[src/design/swbl_pkg.sv]
// Package for the stop-and-wait block loader: operation and event codes,
// register map, sizing constants and the structs shared between modules.
// Depends on nothing.
package swbl_pkg;

  // Image blocks and flash pages; both sizes are powers of two.
  localparam int unsigned BLOCK_BYTES = 16;
  localparam int unsigned PAGE_BYTES  = 256;
  localparam int unsigned BLOCK_SHIFT = $clog2(BLOCK_BYTES);
  localparam int unsigned PAGE_SHIFT  = $clog2(PAGE_BYTES);

  // Field widths of the channels.
  localparam int unsigned OP_W      = 2;
  localparam int unsigned SIZE_W    = 20;
  localparam int unsigned NIBBLE_W  = 4;
  localparam int unsigned WORD_W    = 32;
  localparam int unsigned KIND_W    = 3;
  localparam int unsigned REQ_HI_W  = 8;
  localparam int unsigned PAGES_W   = 13;
  localparam int unsigned BLOCK_W   = 17;
  localparam int unsigned TICKS_W   = 16;
  localparam int unsigned RETRY_W   = 8;

  // Largest erase count the result field can carry.
  localparam logic [PAGES_W-1:0] PAGES_MAX = '1;

  // Configuration port.
  localparam int unsigned APB_ADDR_W = 4;
  localparam int unsigned APB_DATA_W = 32;

  localparam logic [1:0] REG_TIMEOUT_LIMIT = 2'd0;
  localparam logic [1:0] REG_RETRY_LIMIT   = 2'd1;
  localparam logic [1:0] REG_FLASH_BASE    = 2'd2;

  localparam logic [TICKS_W-1:0] TIMEOUT_RESET = 16'd3000;
  localparam logic [RETRY_W-1:0] RETRY_RESET   = 8'd3;
  localparam logic [WORD_W-1:0]  BASE_RESET    = 32'd0;

  typedef enum logic [OP_W-1:0] {
    OP_START    = 2'd0,
    OP_TICK     = 2'd1,
    OP_RESPONSE = 2'd2
  } swbl_op_e;

  typedef enum logic [KIND_W-1:0] {
    EV_REQUEST = 3'd0,
    EV_WRITE   = 3'd1,
    EV_ERASE   = 3'd2,
    EV_DONE    = 3'd3,
    EV_ABORT   = 3'd4
  } swbl_event_e;

  // Register values seen by the loader engine.
  typedef struct packed {
    logic [TICKS_W-1:0] timeout_limit;
    logic [RETRY_W-1:0] retry_limit;
    logic [WORD_W-1:0]  flash_base;
  } swbl_cfg_t;

  // One input item.
  typedef struct packed {
    logic [OP_W-1:0]     operation;
    logic [SIZE_W-1:0]   image_size;
    logic [NIBBLE_W-1:0] reply_block_low;
    logic [WORD_W-1:0]   data_word0;
    logic [WORD_W-1:0]   data_word1;
    logic [WORD_W-1:0]   data_word2;
    logic [WORD_W-1:0]   data_word3;
  } swbl_item_t;

  // One result item.
  typedef struct packed {
    logic [KIND_W-1:0]   event_kind;
    logic [REQ_HI_W-1:0] request_high;
    logic [NIBBLE_W-1:0] request_low;
    logic [WORD_W-1:0]   write_address;
    logic [WORD_W-1:0]   out_word0;
    logic [WORD_W-1:0]   out_word1;
    logic [WORD_W-1:0]   out_word2;
    logic [WORD_W-1:0]   out_word3;
    logic [PAGES_W-1:0]  erase_pages;
  } swbl_result_t;

endpackage

[src/design/swbl_if.sv]
// Valid/ready channel interfaces for the block loader's item and result streams.
// Depends on swbl_pkg for field widths.

// Input item channel.
interface swbl_in_if;
  logic                             valid;
  logic                             ready;
  logic [swbl_pkg::OP_W-1:0]        operation;
  logic [swbl_pkg::SIZE_W-1:0]      image_size;
  logic [swbl_pkg::NIBBLE_W-1:0]    reply_block_low;
  logic [swbl_pkg::WORD_W-1:0]      data_word0;
  logic [swbl_pkg::WORD_W-1:0]      data_word1;
  logic [swbl_pkg::WORD_W-1:0]      data_word2;
  logic [swbl_pkg::WORD_W-1:0]      data_word3;

  modport source (
    output valid, operation, image_size, reply_block_low,
           data_word0, data_word1, data_word2, data_word3,
    input  ready
  );
  modport sink (
    input  valid, operation, image_size, reply_block_low,
           data_word0, data_word1, data_word2, data_word3,
    output ready
  );
endinterface

// Result channel.
interface swbl_out_if;
  logic                             valid;
  logic                             ready;
  logic [swbl_pkg::KIND_W-1:0]      event_kind;
  logic [swbl_pkg::REQ_HI_W-1:0]    request_high;
  logic [swbl_pkg::NIBBLE_W-1:0]    request_low;
  logic [swbl_pkg::WORD_W-1:0]      write_address;
  logic [swbl_pkg::WORD_W-1:0]      out_word0;
  logic [swbl_pkg::WORD_W-1:0]      out_word1;
  logic [swbl_pkg::WORD_W-1:0]      out_word2;
  logic [swbl_pkg::WORD_W-1:0]      out_word3;
  logic [swbl_pkg::PAGES_W-1:0]     erase_pages;

  modport source (
    output valid, event_kind, request_high, request_low, write_address,
           out_word0, out_word1, out_word2, out_word3, erase_pages,
    input  ready
  );
  modport sink (
    input  valid, event_kind, request_high, request_low, write_address,
           out_word0, out_word1, out_word2, out_word3, erase_pages,
    output ready
  );
endinterface

[src/design/stop_and_wait_block_loader_core.sv]
// Top level of the stop-and-wait block loader: input register, engine, result
// register and configuration registers. Depends on swbl_pkg, swbl_if, swbl_cfg
// and swbl_engine.
//
//   Port      Dir   Kind          Carries
//   item_i    in    valid/ready   start, tick and block response items
//   result_o  out   valid/ready   request, flash write, erase, done, abort
//   APB       in    config write  timeout_limit, retry_limit, flash_base
//
// An item is held in the input register and its result, if any, goes into
// the result register when the engine steps; one item per cycle sustained
// while results drain. The engine steps when the result register is empty or
// being drained, so a stalled result holds back at most the one held item.
// Reset clears the protocol state and loads the register defaults.
module stop_and_wait_block_loader_core (
  input  logic                            clk_i,
  input  logic                            rst_ni,
  swbl_in_if.sink                         item_i,
  swbl_out_if.source                      result_o,
  input  logic                            psel,
  input  logic                            penable,
  input  logic                            pwrite,
  input  logic [swbl_pkg::APB_ADDR_W-1:0] paddr,
  input  logic [swbl_pkg::APB_DATA_W-1:0] pwdata,
  output logic [swbl_pkg::APB_DATA_W-1:0] prdata,
  output logic                            pready
);

  swbl_pkg::swbl_cfg_t    cfg;
  swbl_pkg::swbl_item_t   item_q, item_d;
  swbl_pkg::swbl_result_t res_q, res_d, step_res;
  logic                   in_valid_q, in_valid_d;
  logic                   out_valid_q, out_valid_d;
  logic                   step;
  logic                   step_has_res;
  logic                   in_xfer;

  swbl_cfg u_cfg (
    .clk_i   (clk_i),
    .rst_ni  (rst_ni),
    .psel    (psel),
    .penable (penable),
    .pwrite  (pwrite),
    .paddr   (paddr),
    .pwdata  (pwdata),
    .prdata  (prdata),
    .pready  (pready),
    .cfg_o   (cfg)
  );

  // The held item steps when the result register can take its result.
  assign step         = in_valid_q & (~out_valid_q | result_o.ready);
  assign item_i.ready = ~in_valid_q | step;
  assign in_xfer      = item_i.valid & item_i.ready;

  swbl_engine u_engine (
    .clk_i        (clk_i),
    .rst_ni       (rst_ni),
    .step_i       (step),
    .item_i       (item_q),
    .cfg_i        (cfg),
    .has_result_o (step_has_res),
    .result_o     (step_res)
  );

  // Input register.
  always_comb begin
    item_d     = item_q;
    in_valid_d = in_valid_q;
    if (in_xfer) begin
      in_valid_d             = 1'b1;
      item_d.operation       = item_i.operation;
      item_d.image_size      = item_i.image_size;
      item_d.reply_block_low = item_i.reply_block_low;
      item_d.data_word0      = item_i.data_word0;
      item_d.data_word1      = item_i.data_word1;
      item_d.data_word2      = item_i.data_word2;
      item_d.data_word3      = item_i.data_word3;
    end else if (step) begin
      in_valid_d = 1'b0;
    end
  end

  // Result register.
  always_comb begin
    res_d       = res_q;
    out_valid_d = out_valid_q;
    if (step) begin
      out_valid_d = step_has_res;
      res_d       = step_res;
    end else if (result_o.ready) begin
      out_valid_d = 1'b0;
    end
  end

  always_ff @(posedge clk_i or negedge rst_ni) begin
    if (!rst_ni) begin
      in_valid_q  <= 1'b0;
      out_valid_q <= 1'b0;
    end else begin
      in_valid_q  <= in_valid_d;
      out_valid_q <= out_valid_d;
    end
  end

  // Payload registers carry no reset.
  always_ff @(posedge clk_i) begin
    item_q <= item_d;
    res_q  <= res_d;
  end

  assign result_o.valid         = out_valid_q;
  assign result_o.event_kind    = res_q.event_kind;
  assign result_o.request_high  = res_q.request_high;
  assign result_o.request_low   = res_q.request_low;
  assign result_o.write_address = res_q.write_address;
  assign result_o.out_word0     = res_q.out_word0;
  assign result_o.out_word1     = res_q.out_word1;
  assign result_o.out_word2     = res_q.out_word2;
  assign result_o.out_word3     = res_q.out_word3;
  assign result_o.erase_pages   = res_q.erase_pages;

endmodule

[src/design/swbl_cfg.sv]
// APB-style configuration registers of the block loader.
// Depends on swbl_pkg for the register map, reset values and swbl_cfg_t.
module swbl_cfg (
  input  logic                            clk_i,
  input  logic                            rst_ni,
  input  logic                            psel,
  input  logic                            penable,
  input  logic                            pwrite,
  input  logic [swbl_pkg::APB_ADDR_W-1:0] paddr,
  input  logic [swbl_pkg::APB_DATA_W-1:0] pwdata,
  output logic [swbl_pkg::APB_DATA_W-1:0] prdata,
  output logic                            pready,
  output swbl_pkg::swbl_cfg_t             cfg_o
);

  swbl_pkg::swbl_cfg_t cfg_q, cfg_d;
  logic [1:0]          reg_idx;
  logic                wr_en;

  assign pready  = 1'b1;
  assign reg_idx = paddr[3:2];
  assign wr_en   = psel & penable & pwrite;

  // Register write decode.
  always_comb begin
    cfg_d = cfg_q;
    if (wr_en) begin
      unique case (reg_idx)
        swbl_pkg::REG_TIMEOUT_LIMIT: cfg_d.timeout_limit = pwdata[swbl_pkg::TICKS_W-1:0];
        swbl_pkg::REG_RETRY_LIMIT:   cfg_d.retry_limit   = pwdata[swbl_pkg::RETRY_W-1:0];
        swbl_pkg::REG_FLASH_BASE:    cfg_d.flash_base    = pwdata[swbl_pkg::WORD_W-1:0];
        default:                     cfg_d = cfg_q;
      endcase
    end
  end

  always_ff @(posedge clk_i or negedge rst_ni) begin
    if (!rst_ni) begin
      cfg_q.timeout_limit <= swbl_pkg::TIMEOUT_RESET;
      cfg_q.retry_limit   <= swbl_pkg::RETRY_RESET;
      cfg_q.flash_base    <= swbl_pkg::BASE_RESET;
    end else begin
      cfg_q <= cfg_d;
    end
  end

  // Read-back mux; addresses past the map read as zero.
  always_comb begin
    unique case (reg_idx)
      swbl_pkg::REG_TIMEOUT_LIMIT: prdata = 32'(cfg_q.timeout_limit);
      swbl_pkg::REG_RETRY_LIMIT:   prdata = 32'(cfg_q.retry_limit);
      swbl_pkg::REG_FLASH_BASE:    prdata = cfg_q.flash_base;
      default:                     prdata = '0;
    endcase
  end

  assign cfg_o = cfg_q;

endmodule

[src/design/swbl_engine.sv]
// Loader engine: protocol state and the single-pass step from the held input
// item to the next result. Depends on swbl_pkg.
module swbl_engine (
  input  logic                   clk_i,
  input  logic                   rst_ni,
  input  logic                   step_i,
  input  swbl_pkg::swbl_item_t   item_i,
  input  swbl_pkg::swbl_cfg_t    cfg_i,
  output logic                   has_result_o,
  output swbl_pkg::swbl_result_t result_o
);

  typedef struct packed {
    logic                           loading;
    logic [swbl_pkg::BLOCK_W-1:0]   block_total;
    logic [swbl_pkg::BLOCK_W-1:0]   next_block;
    logic                           awaiting_reply;
    logic [swbl_pkg::TICKS_W-1:0]   wait_ticks;
    logic [swbl_pkg::RETRY_W-1:0]   retries;
  } swbl_state_t;

  swbl_state_t st_q, st_d;

  logic [swbl_pkg::SIZE_W:0]        pages_sum;
  logic [swbl_pkg::PAGES_W-1:0]     pages;
  logic [swbl_pkg::BLOCK_W-1:0]     total_new;
  logic [swbl_pkg::TICKS_W-1:0]     wait_inc;
  logic [swbl_pkg::RETRY_W-1:0]     retry_inc;
  logic                             all_sent;
  logic [swbl_pkg::WORD_W-1:0]      wr_addr;

  // Start arithmetic: erase page count (saturated) and rounded-up block total.
  assign pages_sum = (swbl_pkg::SIZE_W+1)'(item_i.image_size >> swbl_pkg::PAGE_SHIFT)
                     + (swbl_pkg::SIZE_W+1)'(1);
  assign pages     = (pages_sum > (swbl_pkg::SIZE_W+1)'(swbl_pkg::PAGES_MAX))
                     ? swbl_pkg::PAGES_MAX : pages_sum[swbl_pkg::PAGES_W-1:0];
  assign total_new = swbl_pkg::BLOCK_W'(item_i.image_size >> swbl_pkg::BLOCK_SHIFT)
                     + swbl_pkg::BLOCK_W'(|item_i.image_size[swbl_pkg::BLOCK_SHIFT-1:0]);

  // Saturating counters and shared comparisons.
  assign wait_inc  = (st_q.wait_ticks == '1) ? st_q.wait_ticks
                                             : st_q.wait_ticks + swbl_pkg::TICKS_W'(1);
  assign retry_inc = (st_q.retries == '1) ? st_q.retries
                                          : st_q.retries + swbl_pkg::RETRY_W'(1);
  assign all_sent  = (st_q.next_block == st_q.block_total);
  assign wr_addr   = cfg_i.flash_base
                     + (swbl_pkg::WORD_W'(st_q.next_block) << swbl_pkg::BLOCK_SHIFT);

  // One protocol step per held item.
  always_comb begin
    logic [swbl_pkg::TICKS_W-1:0] wait_v;
    logic [swbl_pkg::RETRY_W-1:0] retry_v;

    st_d         = st_q;
    has_result_o = 1'b0;
    result_o     = '0;
    wait_v       = wait_inc;
    retry_v      = st_q.retries;

    if (step_i) begin
      case (item_i.operation)
        swbl_pkg::OP_START: begin
          st_d.loading        = 1'b1;
          st_d.block_total    = total_new;
          st_d.next_block     = '0;
          st_d.awaiting_reply = 1'b0;
          st_d.wait_ticks     = '0;
          st_d.retries        = '0;
          has_result_o        = 1'b1;
          result_o.event_kind = swbl_pkg::EV_ERASE;
          result_o.erase_pages = pages;
        end
        swbl_pkg::OP_TICK: begin
          if (st_q.loading) begin
            if (all_sent) begin
              st_d.loading        = 1'b0;
              has_result_o        = 1'b1;
              result_o.event_kind = swbl_pkg::EV_DONE;
            end else if (!st_q.awaiting_reply) begin
              st_d.wait_ticks       = '0;
              st_d.awaiting_reply   = 1'b1;
              has_result_o          = 1'b1;
              result_o.event_kind   = swbl_pkg::EV_REQUEST;
              result_o.request_high = st_q.next_block[11:4];
              result_o.request_low  = st_q.next_block[3:0];
            end else begin
              // Count toward the timeout; a timeout frees a resend.
              if (wait_inc > cfg_i.timeout_limit) begin
                wait_v              = '0;
                st_d.awaiting_reply = 1'b0;
                retry_v             = retry_inc;
              end
              st_d.wait_ticks = wait_v;
              st_d.retries    = retry_v;
              if (retry_v > cfg_i.retry_limit) begin
                st_d.loading        = 1'b0;
                has_result_o        = 1'b1;
                result_o.event_kind = swbl_pkg::EV_ABORT;
              end
            end
          end
        end
        swbl_pkg::OP_RESPONSE: begin
          if (st_q.loading && !all_sent) begin
            if (item_i.reply_block_low != st_q.next_block[3:0]) begin
              // Wrong block echoed: ask again and count a retry.
              st_d.retries          = retry_inc;
              has_result_o          = 1'b1;
              result_o.event_kind   = swbl_pkg::EV_REQUEST;
              result_o.request_high = st_q.next_block[11:4];
              result_o.request_low  = st_q.next_block[3:0];
            end else begin
              st_d.next_block        = st_q.next_block + swbl_pkg::BLOCK_W'(1);
              st_d.awaiting_reply    = 1'b0;
              st_d.retries           = '0;
              has_result_o           = 1'b1;
              result_o.event_kind    = swbl_pkg::EV_WRITE;
              result_o.write_address = wr_addr;
              result_o.out_word0     = item_i.data_word0;
              result_o.out_word1     = item_i.data_word1;
              result_o.out_word2     = item_i.data_word2;
              result_o.out_word3     = item_i.data_word3;
            end
          end
        end
        default: begin
          st_d = st_q;
        end
      endcase
    end
  end

  always_ff @(posedge clk_i or negedge rst_ni) begin
    if (!rst_ni) begin
      st_q <= '0;
    end else begin
      st_q <= st_d;
    end
  end

endmodule

[src/flat_wrapper.sv]
// flat-port wrapper written by rule: the top's interface ports become plain ports
module stop_and_wait_block_loader_core_flat 
  (clk_i, rst_ni, psel, penable, pwrite, paddr, pwdata, prdata, pready, item_i_valid, item_i_operation, item_i_image_size, item_i_reply_block_low, item_i_data_word0, item_i_data_word1, item_i_data_word2, item_i_data_word3, item_i_ready, result_o_valid, result_o_event_kind, result_o_request_high, result_o_request_low, result_o_write_address, result_o_out_word0, result_o_out_word1, result_o_out_word2, result_o_out_word3, result_o_erase_pages, result_o_ready);
  swbl_in_if item_i_i ();
  swbl_out_if result_o_i ();
  input  logic clk_i;
  input  logic rst_ni;
  input  logic psel;
  input  logic penable;
  input  logic pwrite;
  input  logic [swbl_pkg::APB_ADDR_W-1:0] paddr;
  input  logic [swbl_pkg::APB_DATA_W-1:0] pwdata;
  output logic [swbl_pkg::APB_DATA_W-1:0] prdata;
  output logic pready;
  input wire logic [$bits(item_i_i.valid)-1:0] item_i_valid;
  input wire logic [$bits(item_i_i.operation)-1:0] item_i_operation;
  input wire logic [$bits(item_i_i.image_size)-1:0] item_i_image_size;
  input wire logic [$bits(item_i_i.reply_block_low)-1:0] item_i_reply_block_low;
  input wire logic [$bits(item_i_i.data_word0)-1:0] item_i_data_word0;
  input wire logic [$bits(item_i_i.data_word1)-1:0] item_i_data_word1;
  input wire logic [$bits(item_i_i.data_word2)-1:0] item_i_data_word2;
  input wire logic [$bits(item_i_i.data_word3)-1:0] item_i_data_word3;
  output wire logic [$bits(item_i_i.ready)-1:0] item_i_ready;
  output wire logic [$bits(result_o_i.valid)-1:0] result_o_valid;
  output wire logic [$bits(result_o_i.event_kind)-1:0] result_o_event_kind;
  output wire logic [$bits(result_o_i.request_high)-1:0] result_o_request_high;
  output wire logic [$bits(result_o_i.request_low)-1:0] result_o_request_low;
  output wire logic [$bits(result_o_i.write_address)-1:0] result_o_write_address;
  output wire logic [$bits(result_o_i.out_word0)-1:0] result_o_out_word0;
  output wire logic [$bits(result_o_i.out_word1)-1:0] result_o_out_word1;
  output wire logic [$bits(result_o_i.out_word2)-1:0] result_o_out_word2;
  output wire logic [$bits(result_o_i.out_word3)-1:0] result_o_out_word3;
  output wire logic [$bits(result_o_i.erase_pages)-1:0] result_o_erase_pages;
  input wire logic [$bits(result_o_i.ready)-1:0] result_o_ready;
  assign item_i_i.valid = item_i_valid;
  assign item_i_i.operation = item_i_operation;
  assign item_i_i.image_size = item_i_image_size;
  assign item_i_i.reply_block_low = item_i_reply_block_low;
  assign item_i_i.data_word0 = item_i_data_word0;
  assign item_i_i.data_word1 = item_i_data_word1;
  assign item_i_i.data_word2 = item_i_data_word2;
  assign item_i_i.data_word3 = item_i_data_word3;
  assign item_i_ready = item_i_i.ready;
  assign result_o_valid = result_o_i.valid;
  assign result_o_event_kind = result_o_i.event_kind;
  assign result_o_request_high = result_o_i.request_high;
  assign result_o_request_low = result_o_i.request_low;
  assign result_o_write_address = result_o_i.write_address;
  assign result_o_out_word0 = result_o_i.out_word0;
  assign result_o_out_word1 = result_o_i.out_word1;
  assign result_o_out_word2 = result_o_i.out_word2;
  assign result_o_out_word3 = result_o_i.out_word3;
  assign result_o_erase_pages = result_o_i.erase_pages;
  assign result_o_i.ready = result_o_ready;
  stop_and_wait_block_loader_core u_core (.clk_i(clk_i), .rst_ni(rst_ni), .item_i(item_i_i), .result_o(result_o_i), .psel(psel), .penable(penable), .pwrite(pwrite), .paddr(paddr), .pwdata(pwdata), .prdata(prdata), .pready(pready));
endmodule
[config.mk]
export PLATFORM = sky130hd
export DESIGN_NAME = stop_and_wait_block_loader_core_flat
export DESIGN_NICKNAME = d
export VERILOG_FILES = /design/src/design/swbl_pkg.sv /design/src/design/swbl_if.sv /design/src/design/stop_and_wait_block_loader_core.sv /design/src/design/swbl_cfg.sv /design/src/design/swbl_engine.sv /design/src/flat_wrapper.sv
export SDC_FILE = /design/constraint.sdc
export NUM_CORES = 1
export LEC_CHECK = 0
export BUFFER_PORTS_ARGS = -buffer_cell sky130_fd_sc_hd__buf_2
export CORE_MARGIN = 1
export CORE_UTILIZATION = 23
export CTS_BUF_LIST = sky130_fd_sc_hd__clkbuf_2
export DETAILED_ROUTE_END_ITERATION = 16
export PLACE_DENSITY_LB_ADDON = 0.05
export RECOVER_POWER = 100
export SKIP_CTS_REPAIR_TIMING = 1
export SLEW_MARGIN = 30
export SYNTH_ARGS = -nofsm -noshare
export SYNTH_HDL_FRONTEND = slang
export SYNTH_SLANG_ARGS = --single-unit
[constraint.sdc]
create_clock -name clk_i -period 14.9 [get_ports clk_i]
set_clock_uncertainty 0.05 [all_clocks]
set_input_delay 1.49 -clock clk_i [delete_from_list [all_inputs] [get_ports clk_i]]
set_output_delay 1.49 -clock clk_i [all_outputs]
set_load 0.02 [all_outputs]
==> results.md <==
* Run status: finished with violations
* Failing checks: max-capacitance violations, max-slew violations
* Synthesized flop and latch total at between 400 and 500
* Congestion Overflow GR at 0
* Worst EP required at 16.00 ns
* CTS H-tree depth at 4
* Sequential area share after synthesis at between 60% and 70%
* Worst r2r src: u_core.result_o.valid
* CP startpoint: u_core.result_o.valid
* Number of synthesis warnings at 0
* Core Area at 0.0851 mm²
* Share of cells above drive strength 1 at around a quarter
* Crit. End Element: register
* CTS root buffer: clkbuf_2
* Post-synth top area share at 52.0%
* Io pins at between 400 and 500
* Die area at slightly below 0.09 mm²
* Cell Pwr Density at between 100 and 150 mW/mm²
* Post-synth EDFFs at roughly 340
* DP Worst Slack at between 9 and 10 ns
* Critical path class: register to register
* Die width at 295 µm
* Worst slew pin tran at roughly 4.6 ns
* Syn Inst Count at between 1,000 and 1,500
* Worst vdd ir at just under 0.00005 V
* Chip height at just under 300 µm
* Nets at ~2,200
* DR DRC count at 0
* First-pass GRT wire length at ~87,000 µm
* Initial Util at 23.2%
* Ys async rst share at roughly 26%
* Placed cell area at about 0.023 mm²
* Area leader, netlist: edfxtp_1
* Syn Nets at approximately 1,700
* Largest net degree at the start of global routing at 90
* Worst skew pair latency at 1.29 ns
* Synth unique cells at 64
* Period Utilization, post-route at between 50% and 60%
* DR vias/cell at slightly above 4
* Fin area at around 0.024 mm²
* Worst R2R Setup Slack at ~6.7 ns
* Starting DRT DRC Count at approximately 650
* Mapped Area at slightly below 0.02 mm²
* Via Count at approximately 13,000
* Synth Flop Type: edfxtp_1
* RSZ-0062 raised after global routing: no
* Startpoint Class: register
* Setup_tns at 0 ns
* Clock transition at path regs at about 0.1 ns
* Area Growth Syn to Fin at 22.1%
* DRT Wirelength at just under 60,000 µm
* Antenna violations before repair at 28
* Max clock buf depth at 3
* GPL Wtd Cong at between 0.7 and 0.8
* Worst relative slew slack at -207%
* CTS tree: built
* GRT Total Usage at a little over an eighth
* Syn avg cell area at between 10 and 15 µm²
* Dpl hpwl at around 40,000 µm
* Vias in the first global route at roughly 14,000
* Clock tree sinks at 460
* Final Hold Vio Count at 0
* Hold crit path type: input port to register
* Final slew viol count at 617
* Drt first pass iters at 5
* Layout fillers at roughly 9,100
* Fmax at between 100 and 150 MHz
* Worst Path Arrival at approximately 9.3 ns
* DRT antenna net count at 0
* Minimum clock period at 8.23 ns
* Hold Path Origin: item_i_data_word1[27]
* Pleak at 9.55 nW
* WL/cell at 18.2 µm
* Final Setup Violations at 0
* Max Cap Viol at 12
* Total clock buffers created by CTS at 140
* Num rows at 107
* Setup ws final at ~6.7 ns
* Critical path peak fanout at 88
* Top post-synthesis cells by area: edfxtp_1 52%, dfrtp_1 14%, and2_1 5.6%
* IO buf count at approximately 420
layout make-up:
| cell class | count | area (µm²) | area share, % |
|---|---|---|---|
| diodes | 10 | 25.0 | 0.104 |
| clock buffers | 213 | 1070 | 4.42 |
| clock inverters | 35 | 253 | 1.05 |
| inverters | 44 | 166 | 0.690 |
| multi-input cells | 910 | 6060 | 25.1 |
| flip-flops and latches | 460 | 13200 | 54.9 |
| well taps | 1144 | 1430 | 5.94 |
| repair buffers | 431 | 1880 | 7.78 |
synth_stat cells (all sizes together) (10+ instances only):
library cell / count
nand3: 35
a211oi: 10
nor2: 66
xnor2: 45
o21ai: 84
buf: 11
edfxtp: 342
mux2: 44
nand4: 23
ha: 52
dfrtp: 109
and3: 21
xor2: 43
a21oi: 53
clkbuf: 46
nor3: 15
nand2: 103
inv: 43
and2: 178
mux2i: 20
nand2b: 10
a31oi: 11
logic make-up after synthesis:
family / Yosys count / share of synthesized area, %
simple gates: 490 / 13.5
xor+xnor: 88 / 3.90
other cells: 1 / 0.0190
mux: 64 / 3.52
buf+inv: 101 / 2.13
flops: 460 / 67.0
fa+ha+maj: 53 / 3.40
compound gates: 214 / 6.55
layer usage:
layer / track usage, % / up-vias / wire (µm)
met3: 6.93 / 142 / 5870
met5: 0 / - / 213
li1: - / 6423 / -
met2: 20.6 / 417 / 27100
met1: 16.2 / 6319 / 24500
met4: 4.84 / 36 / 1400
worst max-delay path, cell delays in order, from the launching register on:
cell        delay, ns
dfrtp_1          0.41
nand2b_1         0.09
nand2_1          0.17
clkinvlp_2       2.65
clkbuf_1         2.85
nand4_1          1.05
or3_1            0.65
a21oi_1          0.15
final timing paths:
path,cells after the start,end
hold reg to reg,1,u_core.result_o.out_word1[17]
max in group asynchronous,3,u_core.u_cfg.cfg_o[0]
setup / recovery,7,u_core.u_engine.st_q[34]
min in group asynchronous,1,u_core.u_cfg.cfg_o[24]
setup reg to reg,7,u_core.u_engine.st_q[34]
hold / removal,1,u_core.item_q[91]
where the power goes:
| group | switching, W | internal, W |
|---|---|---|
| registers | 0.0000872 | 0.00155 |
| logic | 0.000311 | 0.000149 |
| clock network | 0.000592 | 0.000435 |
| total | 0.000990 | 0.00213 |
per-stage QoR:
stage | total power, W | utilization [%] | std cells | hold slack [ns]
6_report | 0.00312 | 28.3 | 3247 | 0.336
5_1_grt | 0.00333 | 28.3 | 3243 | 0.101
4_1_cts | 0.00322 | 28.7 | 3235 | 0.0545
3_5_place_dp | 0.00215 | 27.2 | 2987 | 0.451
3_3_place_gp | 0.00215 | 27.2 | 2987 | 0.447
2_1_floorplan | 0.00194 | - | 1471 | 0.419
cells in the final DEF, fill, tap and decap left out, types with 6 or more instances in the layout:
master    count
and2_0       99
and2_1       79
dfstp_2       9
nor2_1       65
clkbuf_2    213
dfrtp_1     109
and3_1       21
o211ai_1      6
a22o_1        9
nand4_1      23
o31ai_1       6
nor3_1       15
and4_1        6
edfxtp_1    342
a21o_1        8
a31oi_1      11
ha_1         52
inv_1        43
a21oi_1      53
buf_2       201
nand3_1      34
clkbuf_1    228
nand2_1     102
mux2i_1      20
xnor2_1      45
mux2_2       43
o21ai_0      83
clkinv_1     16
or3_1         9
nor2b_1       9
a211oi_1     10
nand2b_1     10
xor2_1       43
diode_2      10
sequential cells by signal, summed over array words and instances, names as in the netlist:
| register | flops |
|---|---|
| u_core.result_o.event_kind | 3 |
| u_core.result_o.valid | 1 |
| u_core.u_engine.st_q | 60 |
| u_core.u_cfg.cfg_o | 56 |
| u_core.result_o.out_word2 | 32 |
| u_core.result_o.request_high | 8 |
| u_core.in_valid_q | 1 |
| u_core.item_q | 154 |
| u_core.result_o.erase_pages | 13 |
| u_core.result_o.out_word3 | 32 |
| u_core.result_o.write_address | 32 |
| u_core.result_o.out_word1 | 32 |
| u_core.result_o.request_low | 4 |
| u_core.result_o.out_word0 | 32 |
Note: power is estimated with default switching activity, not from simulation.
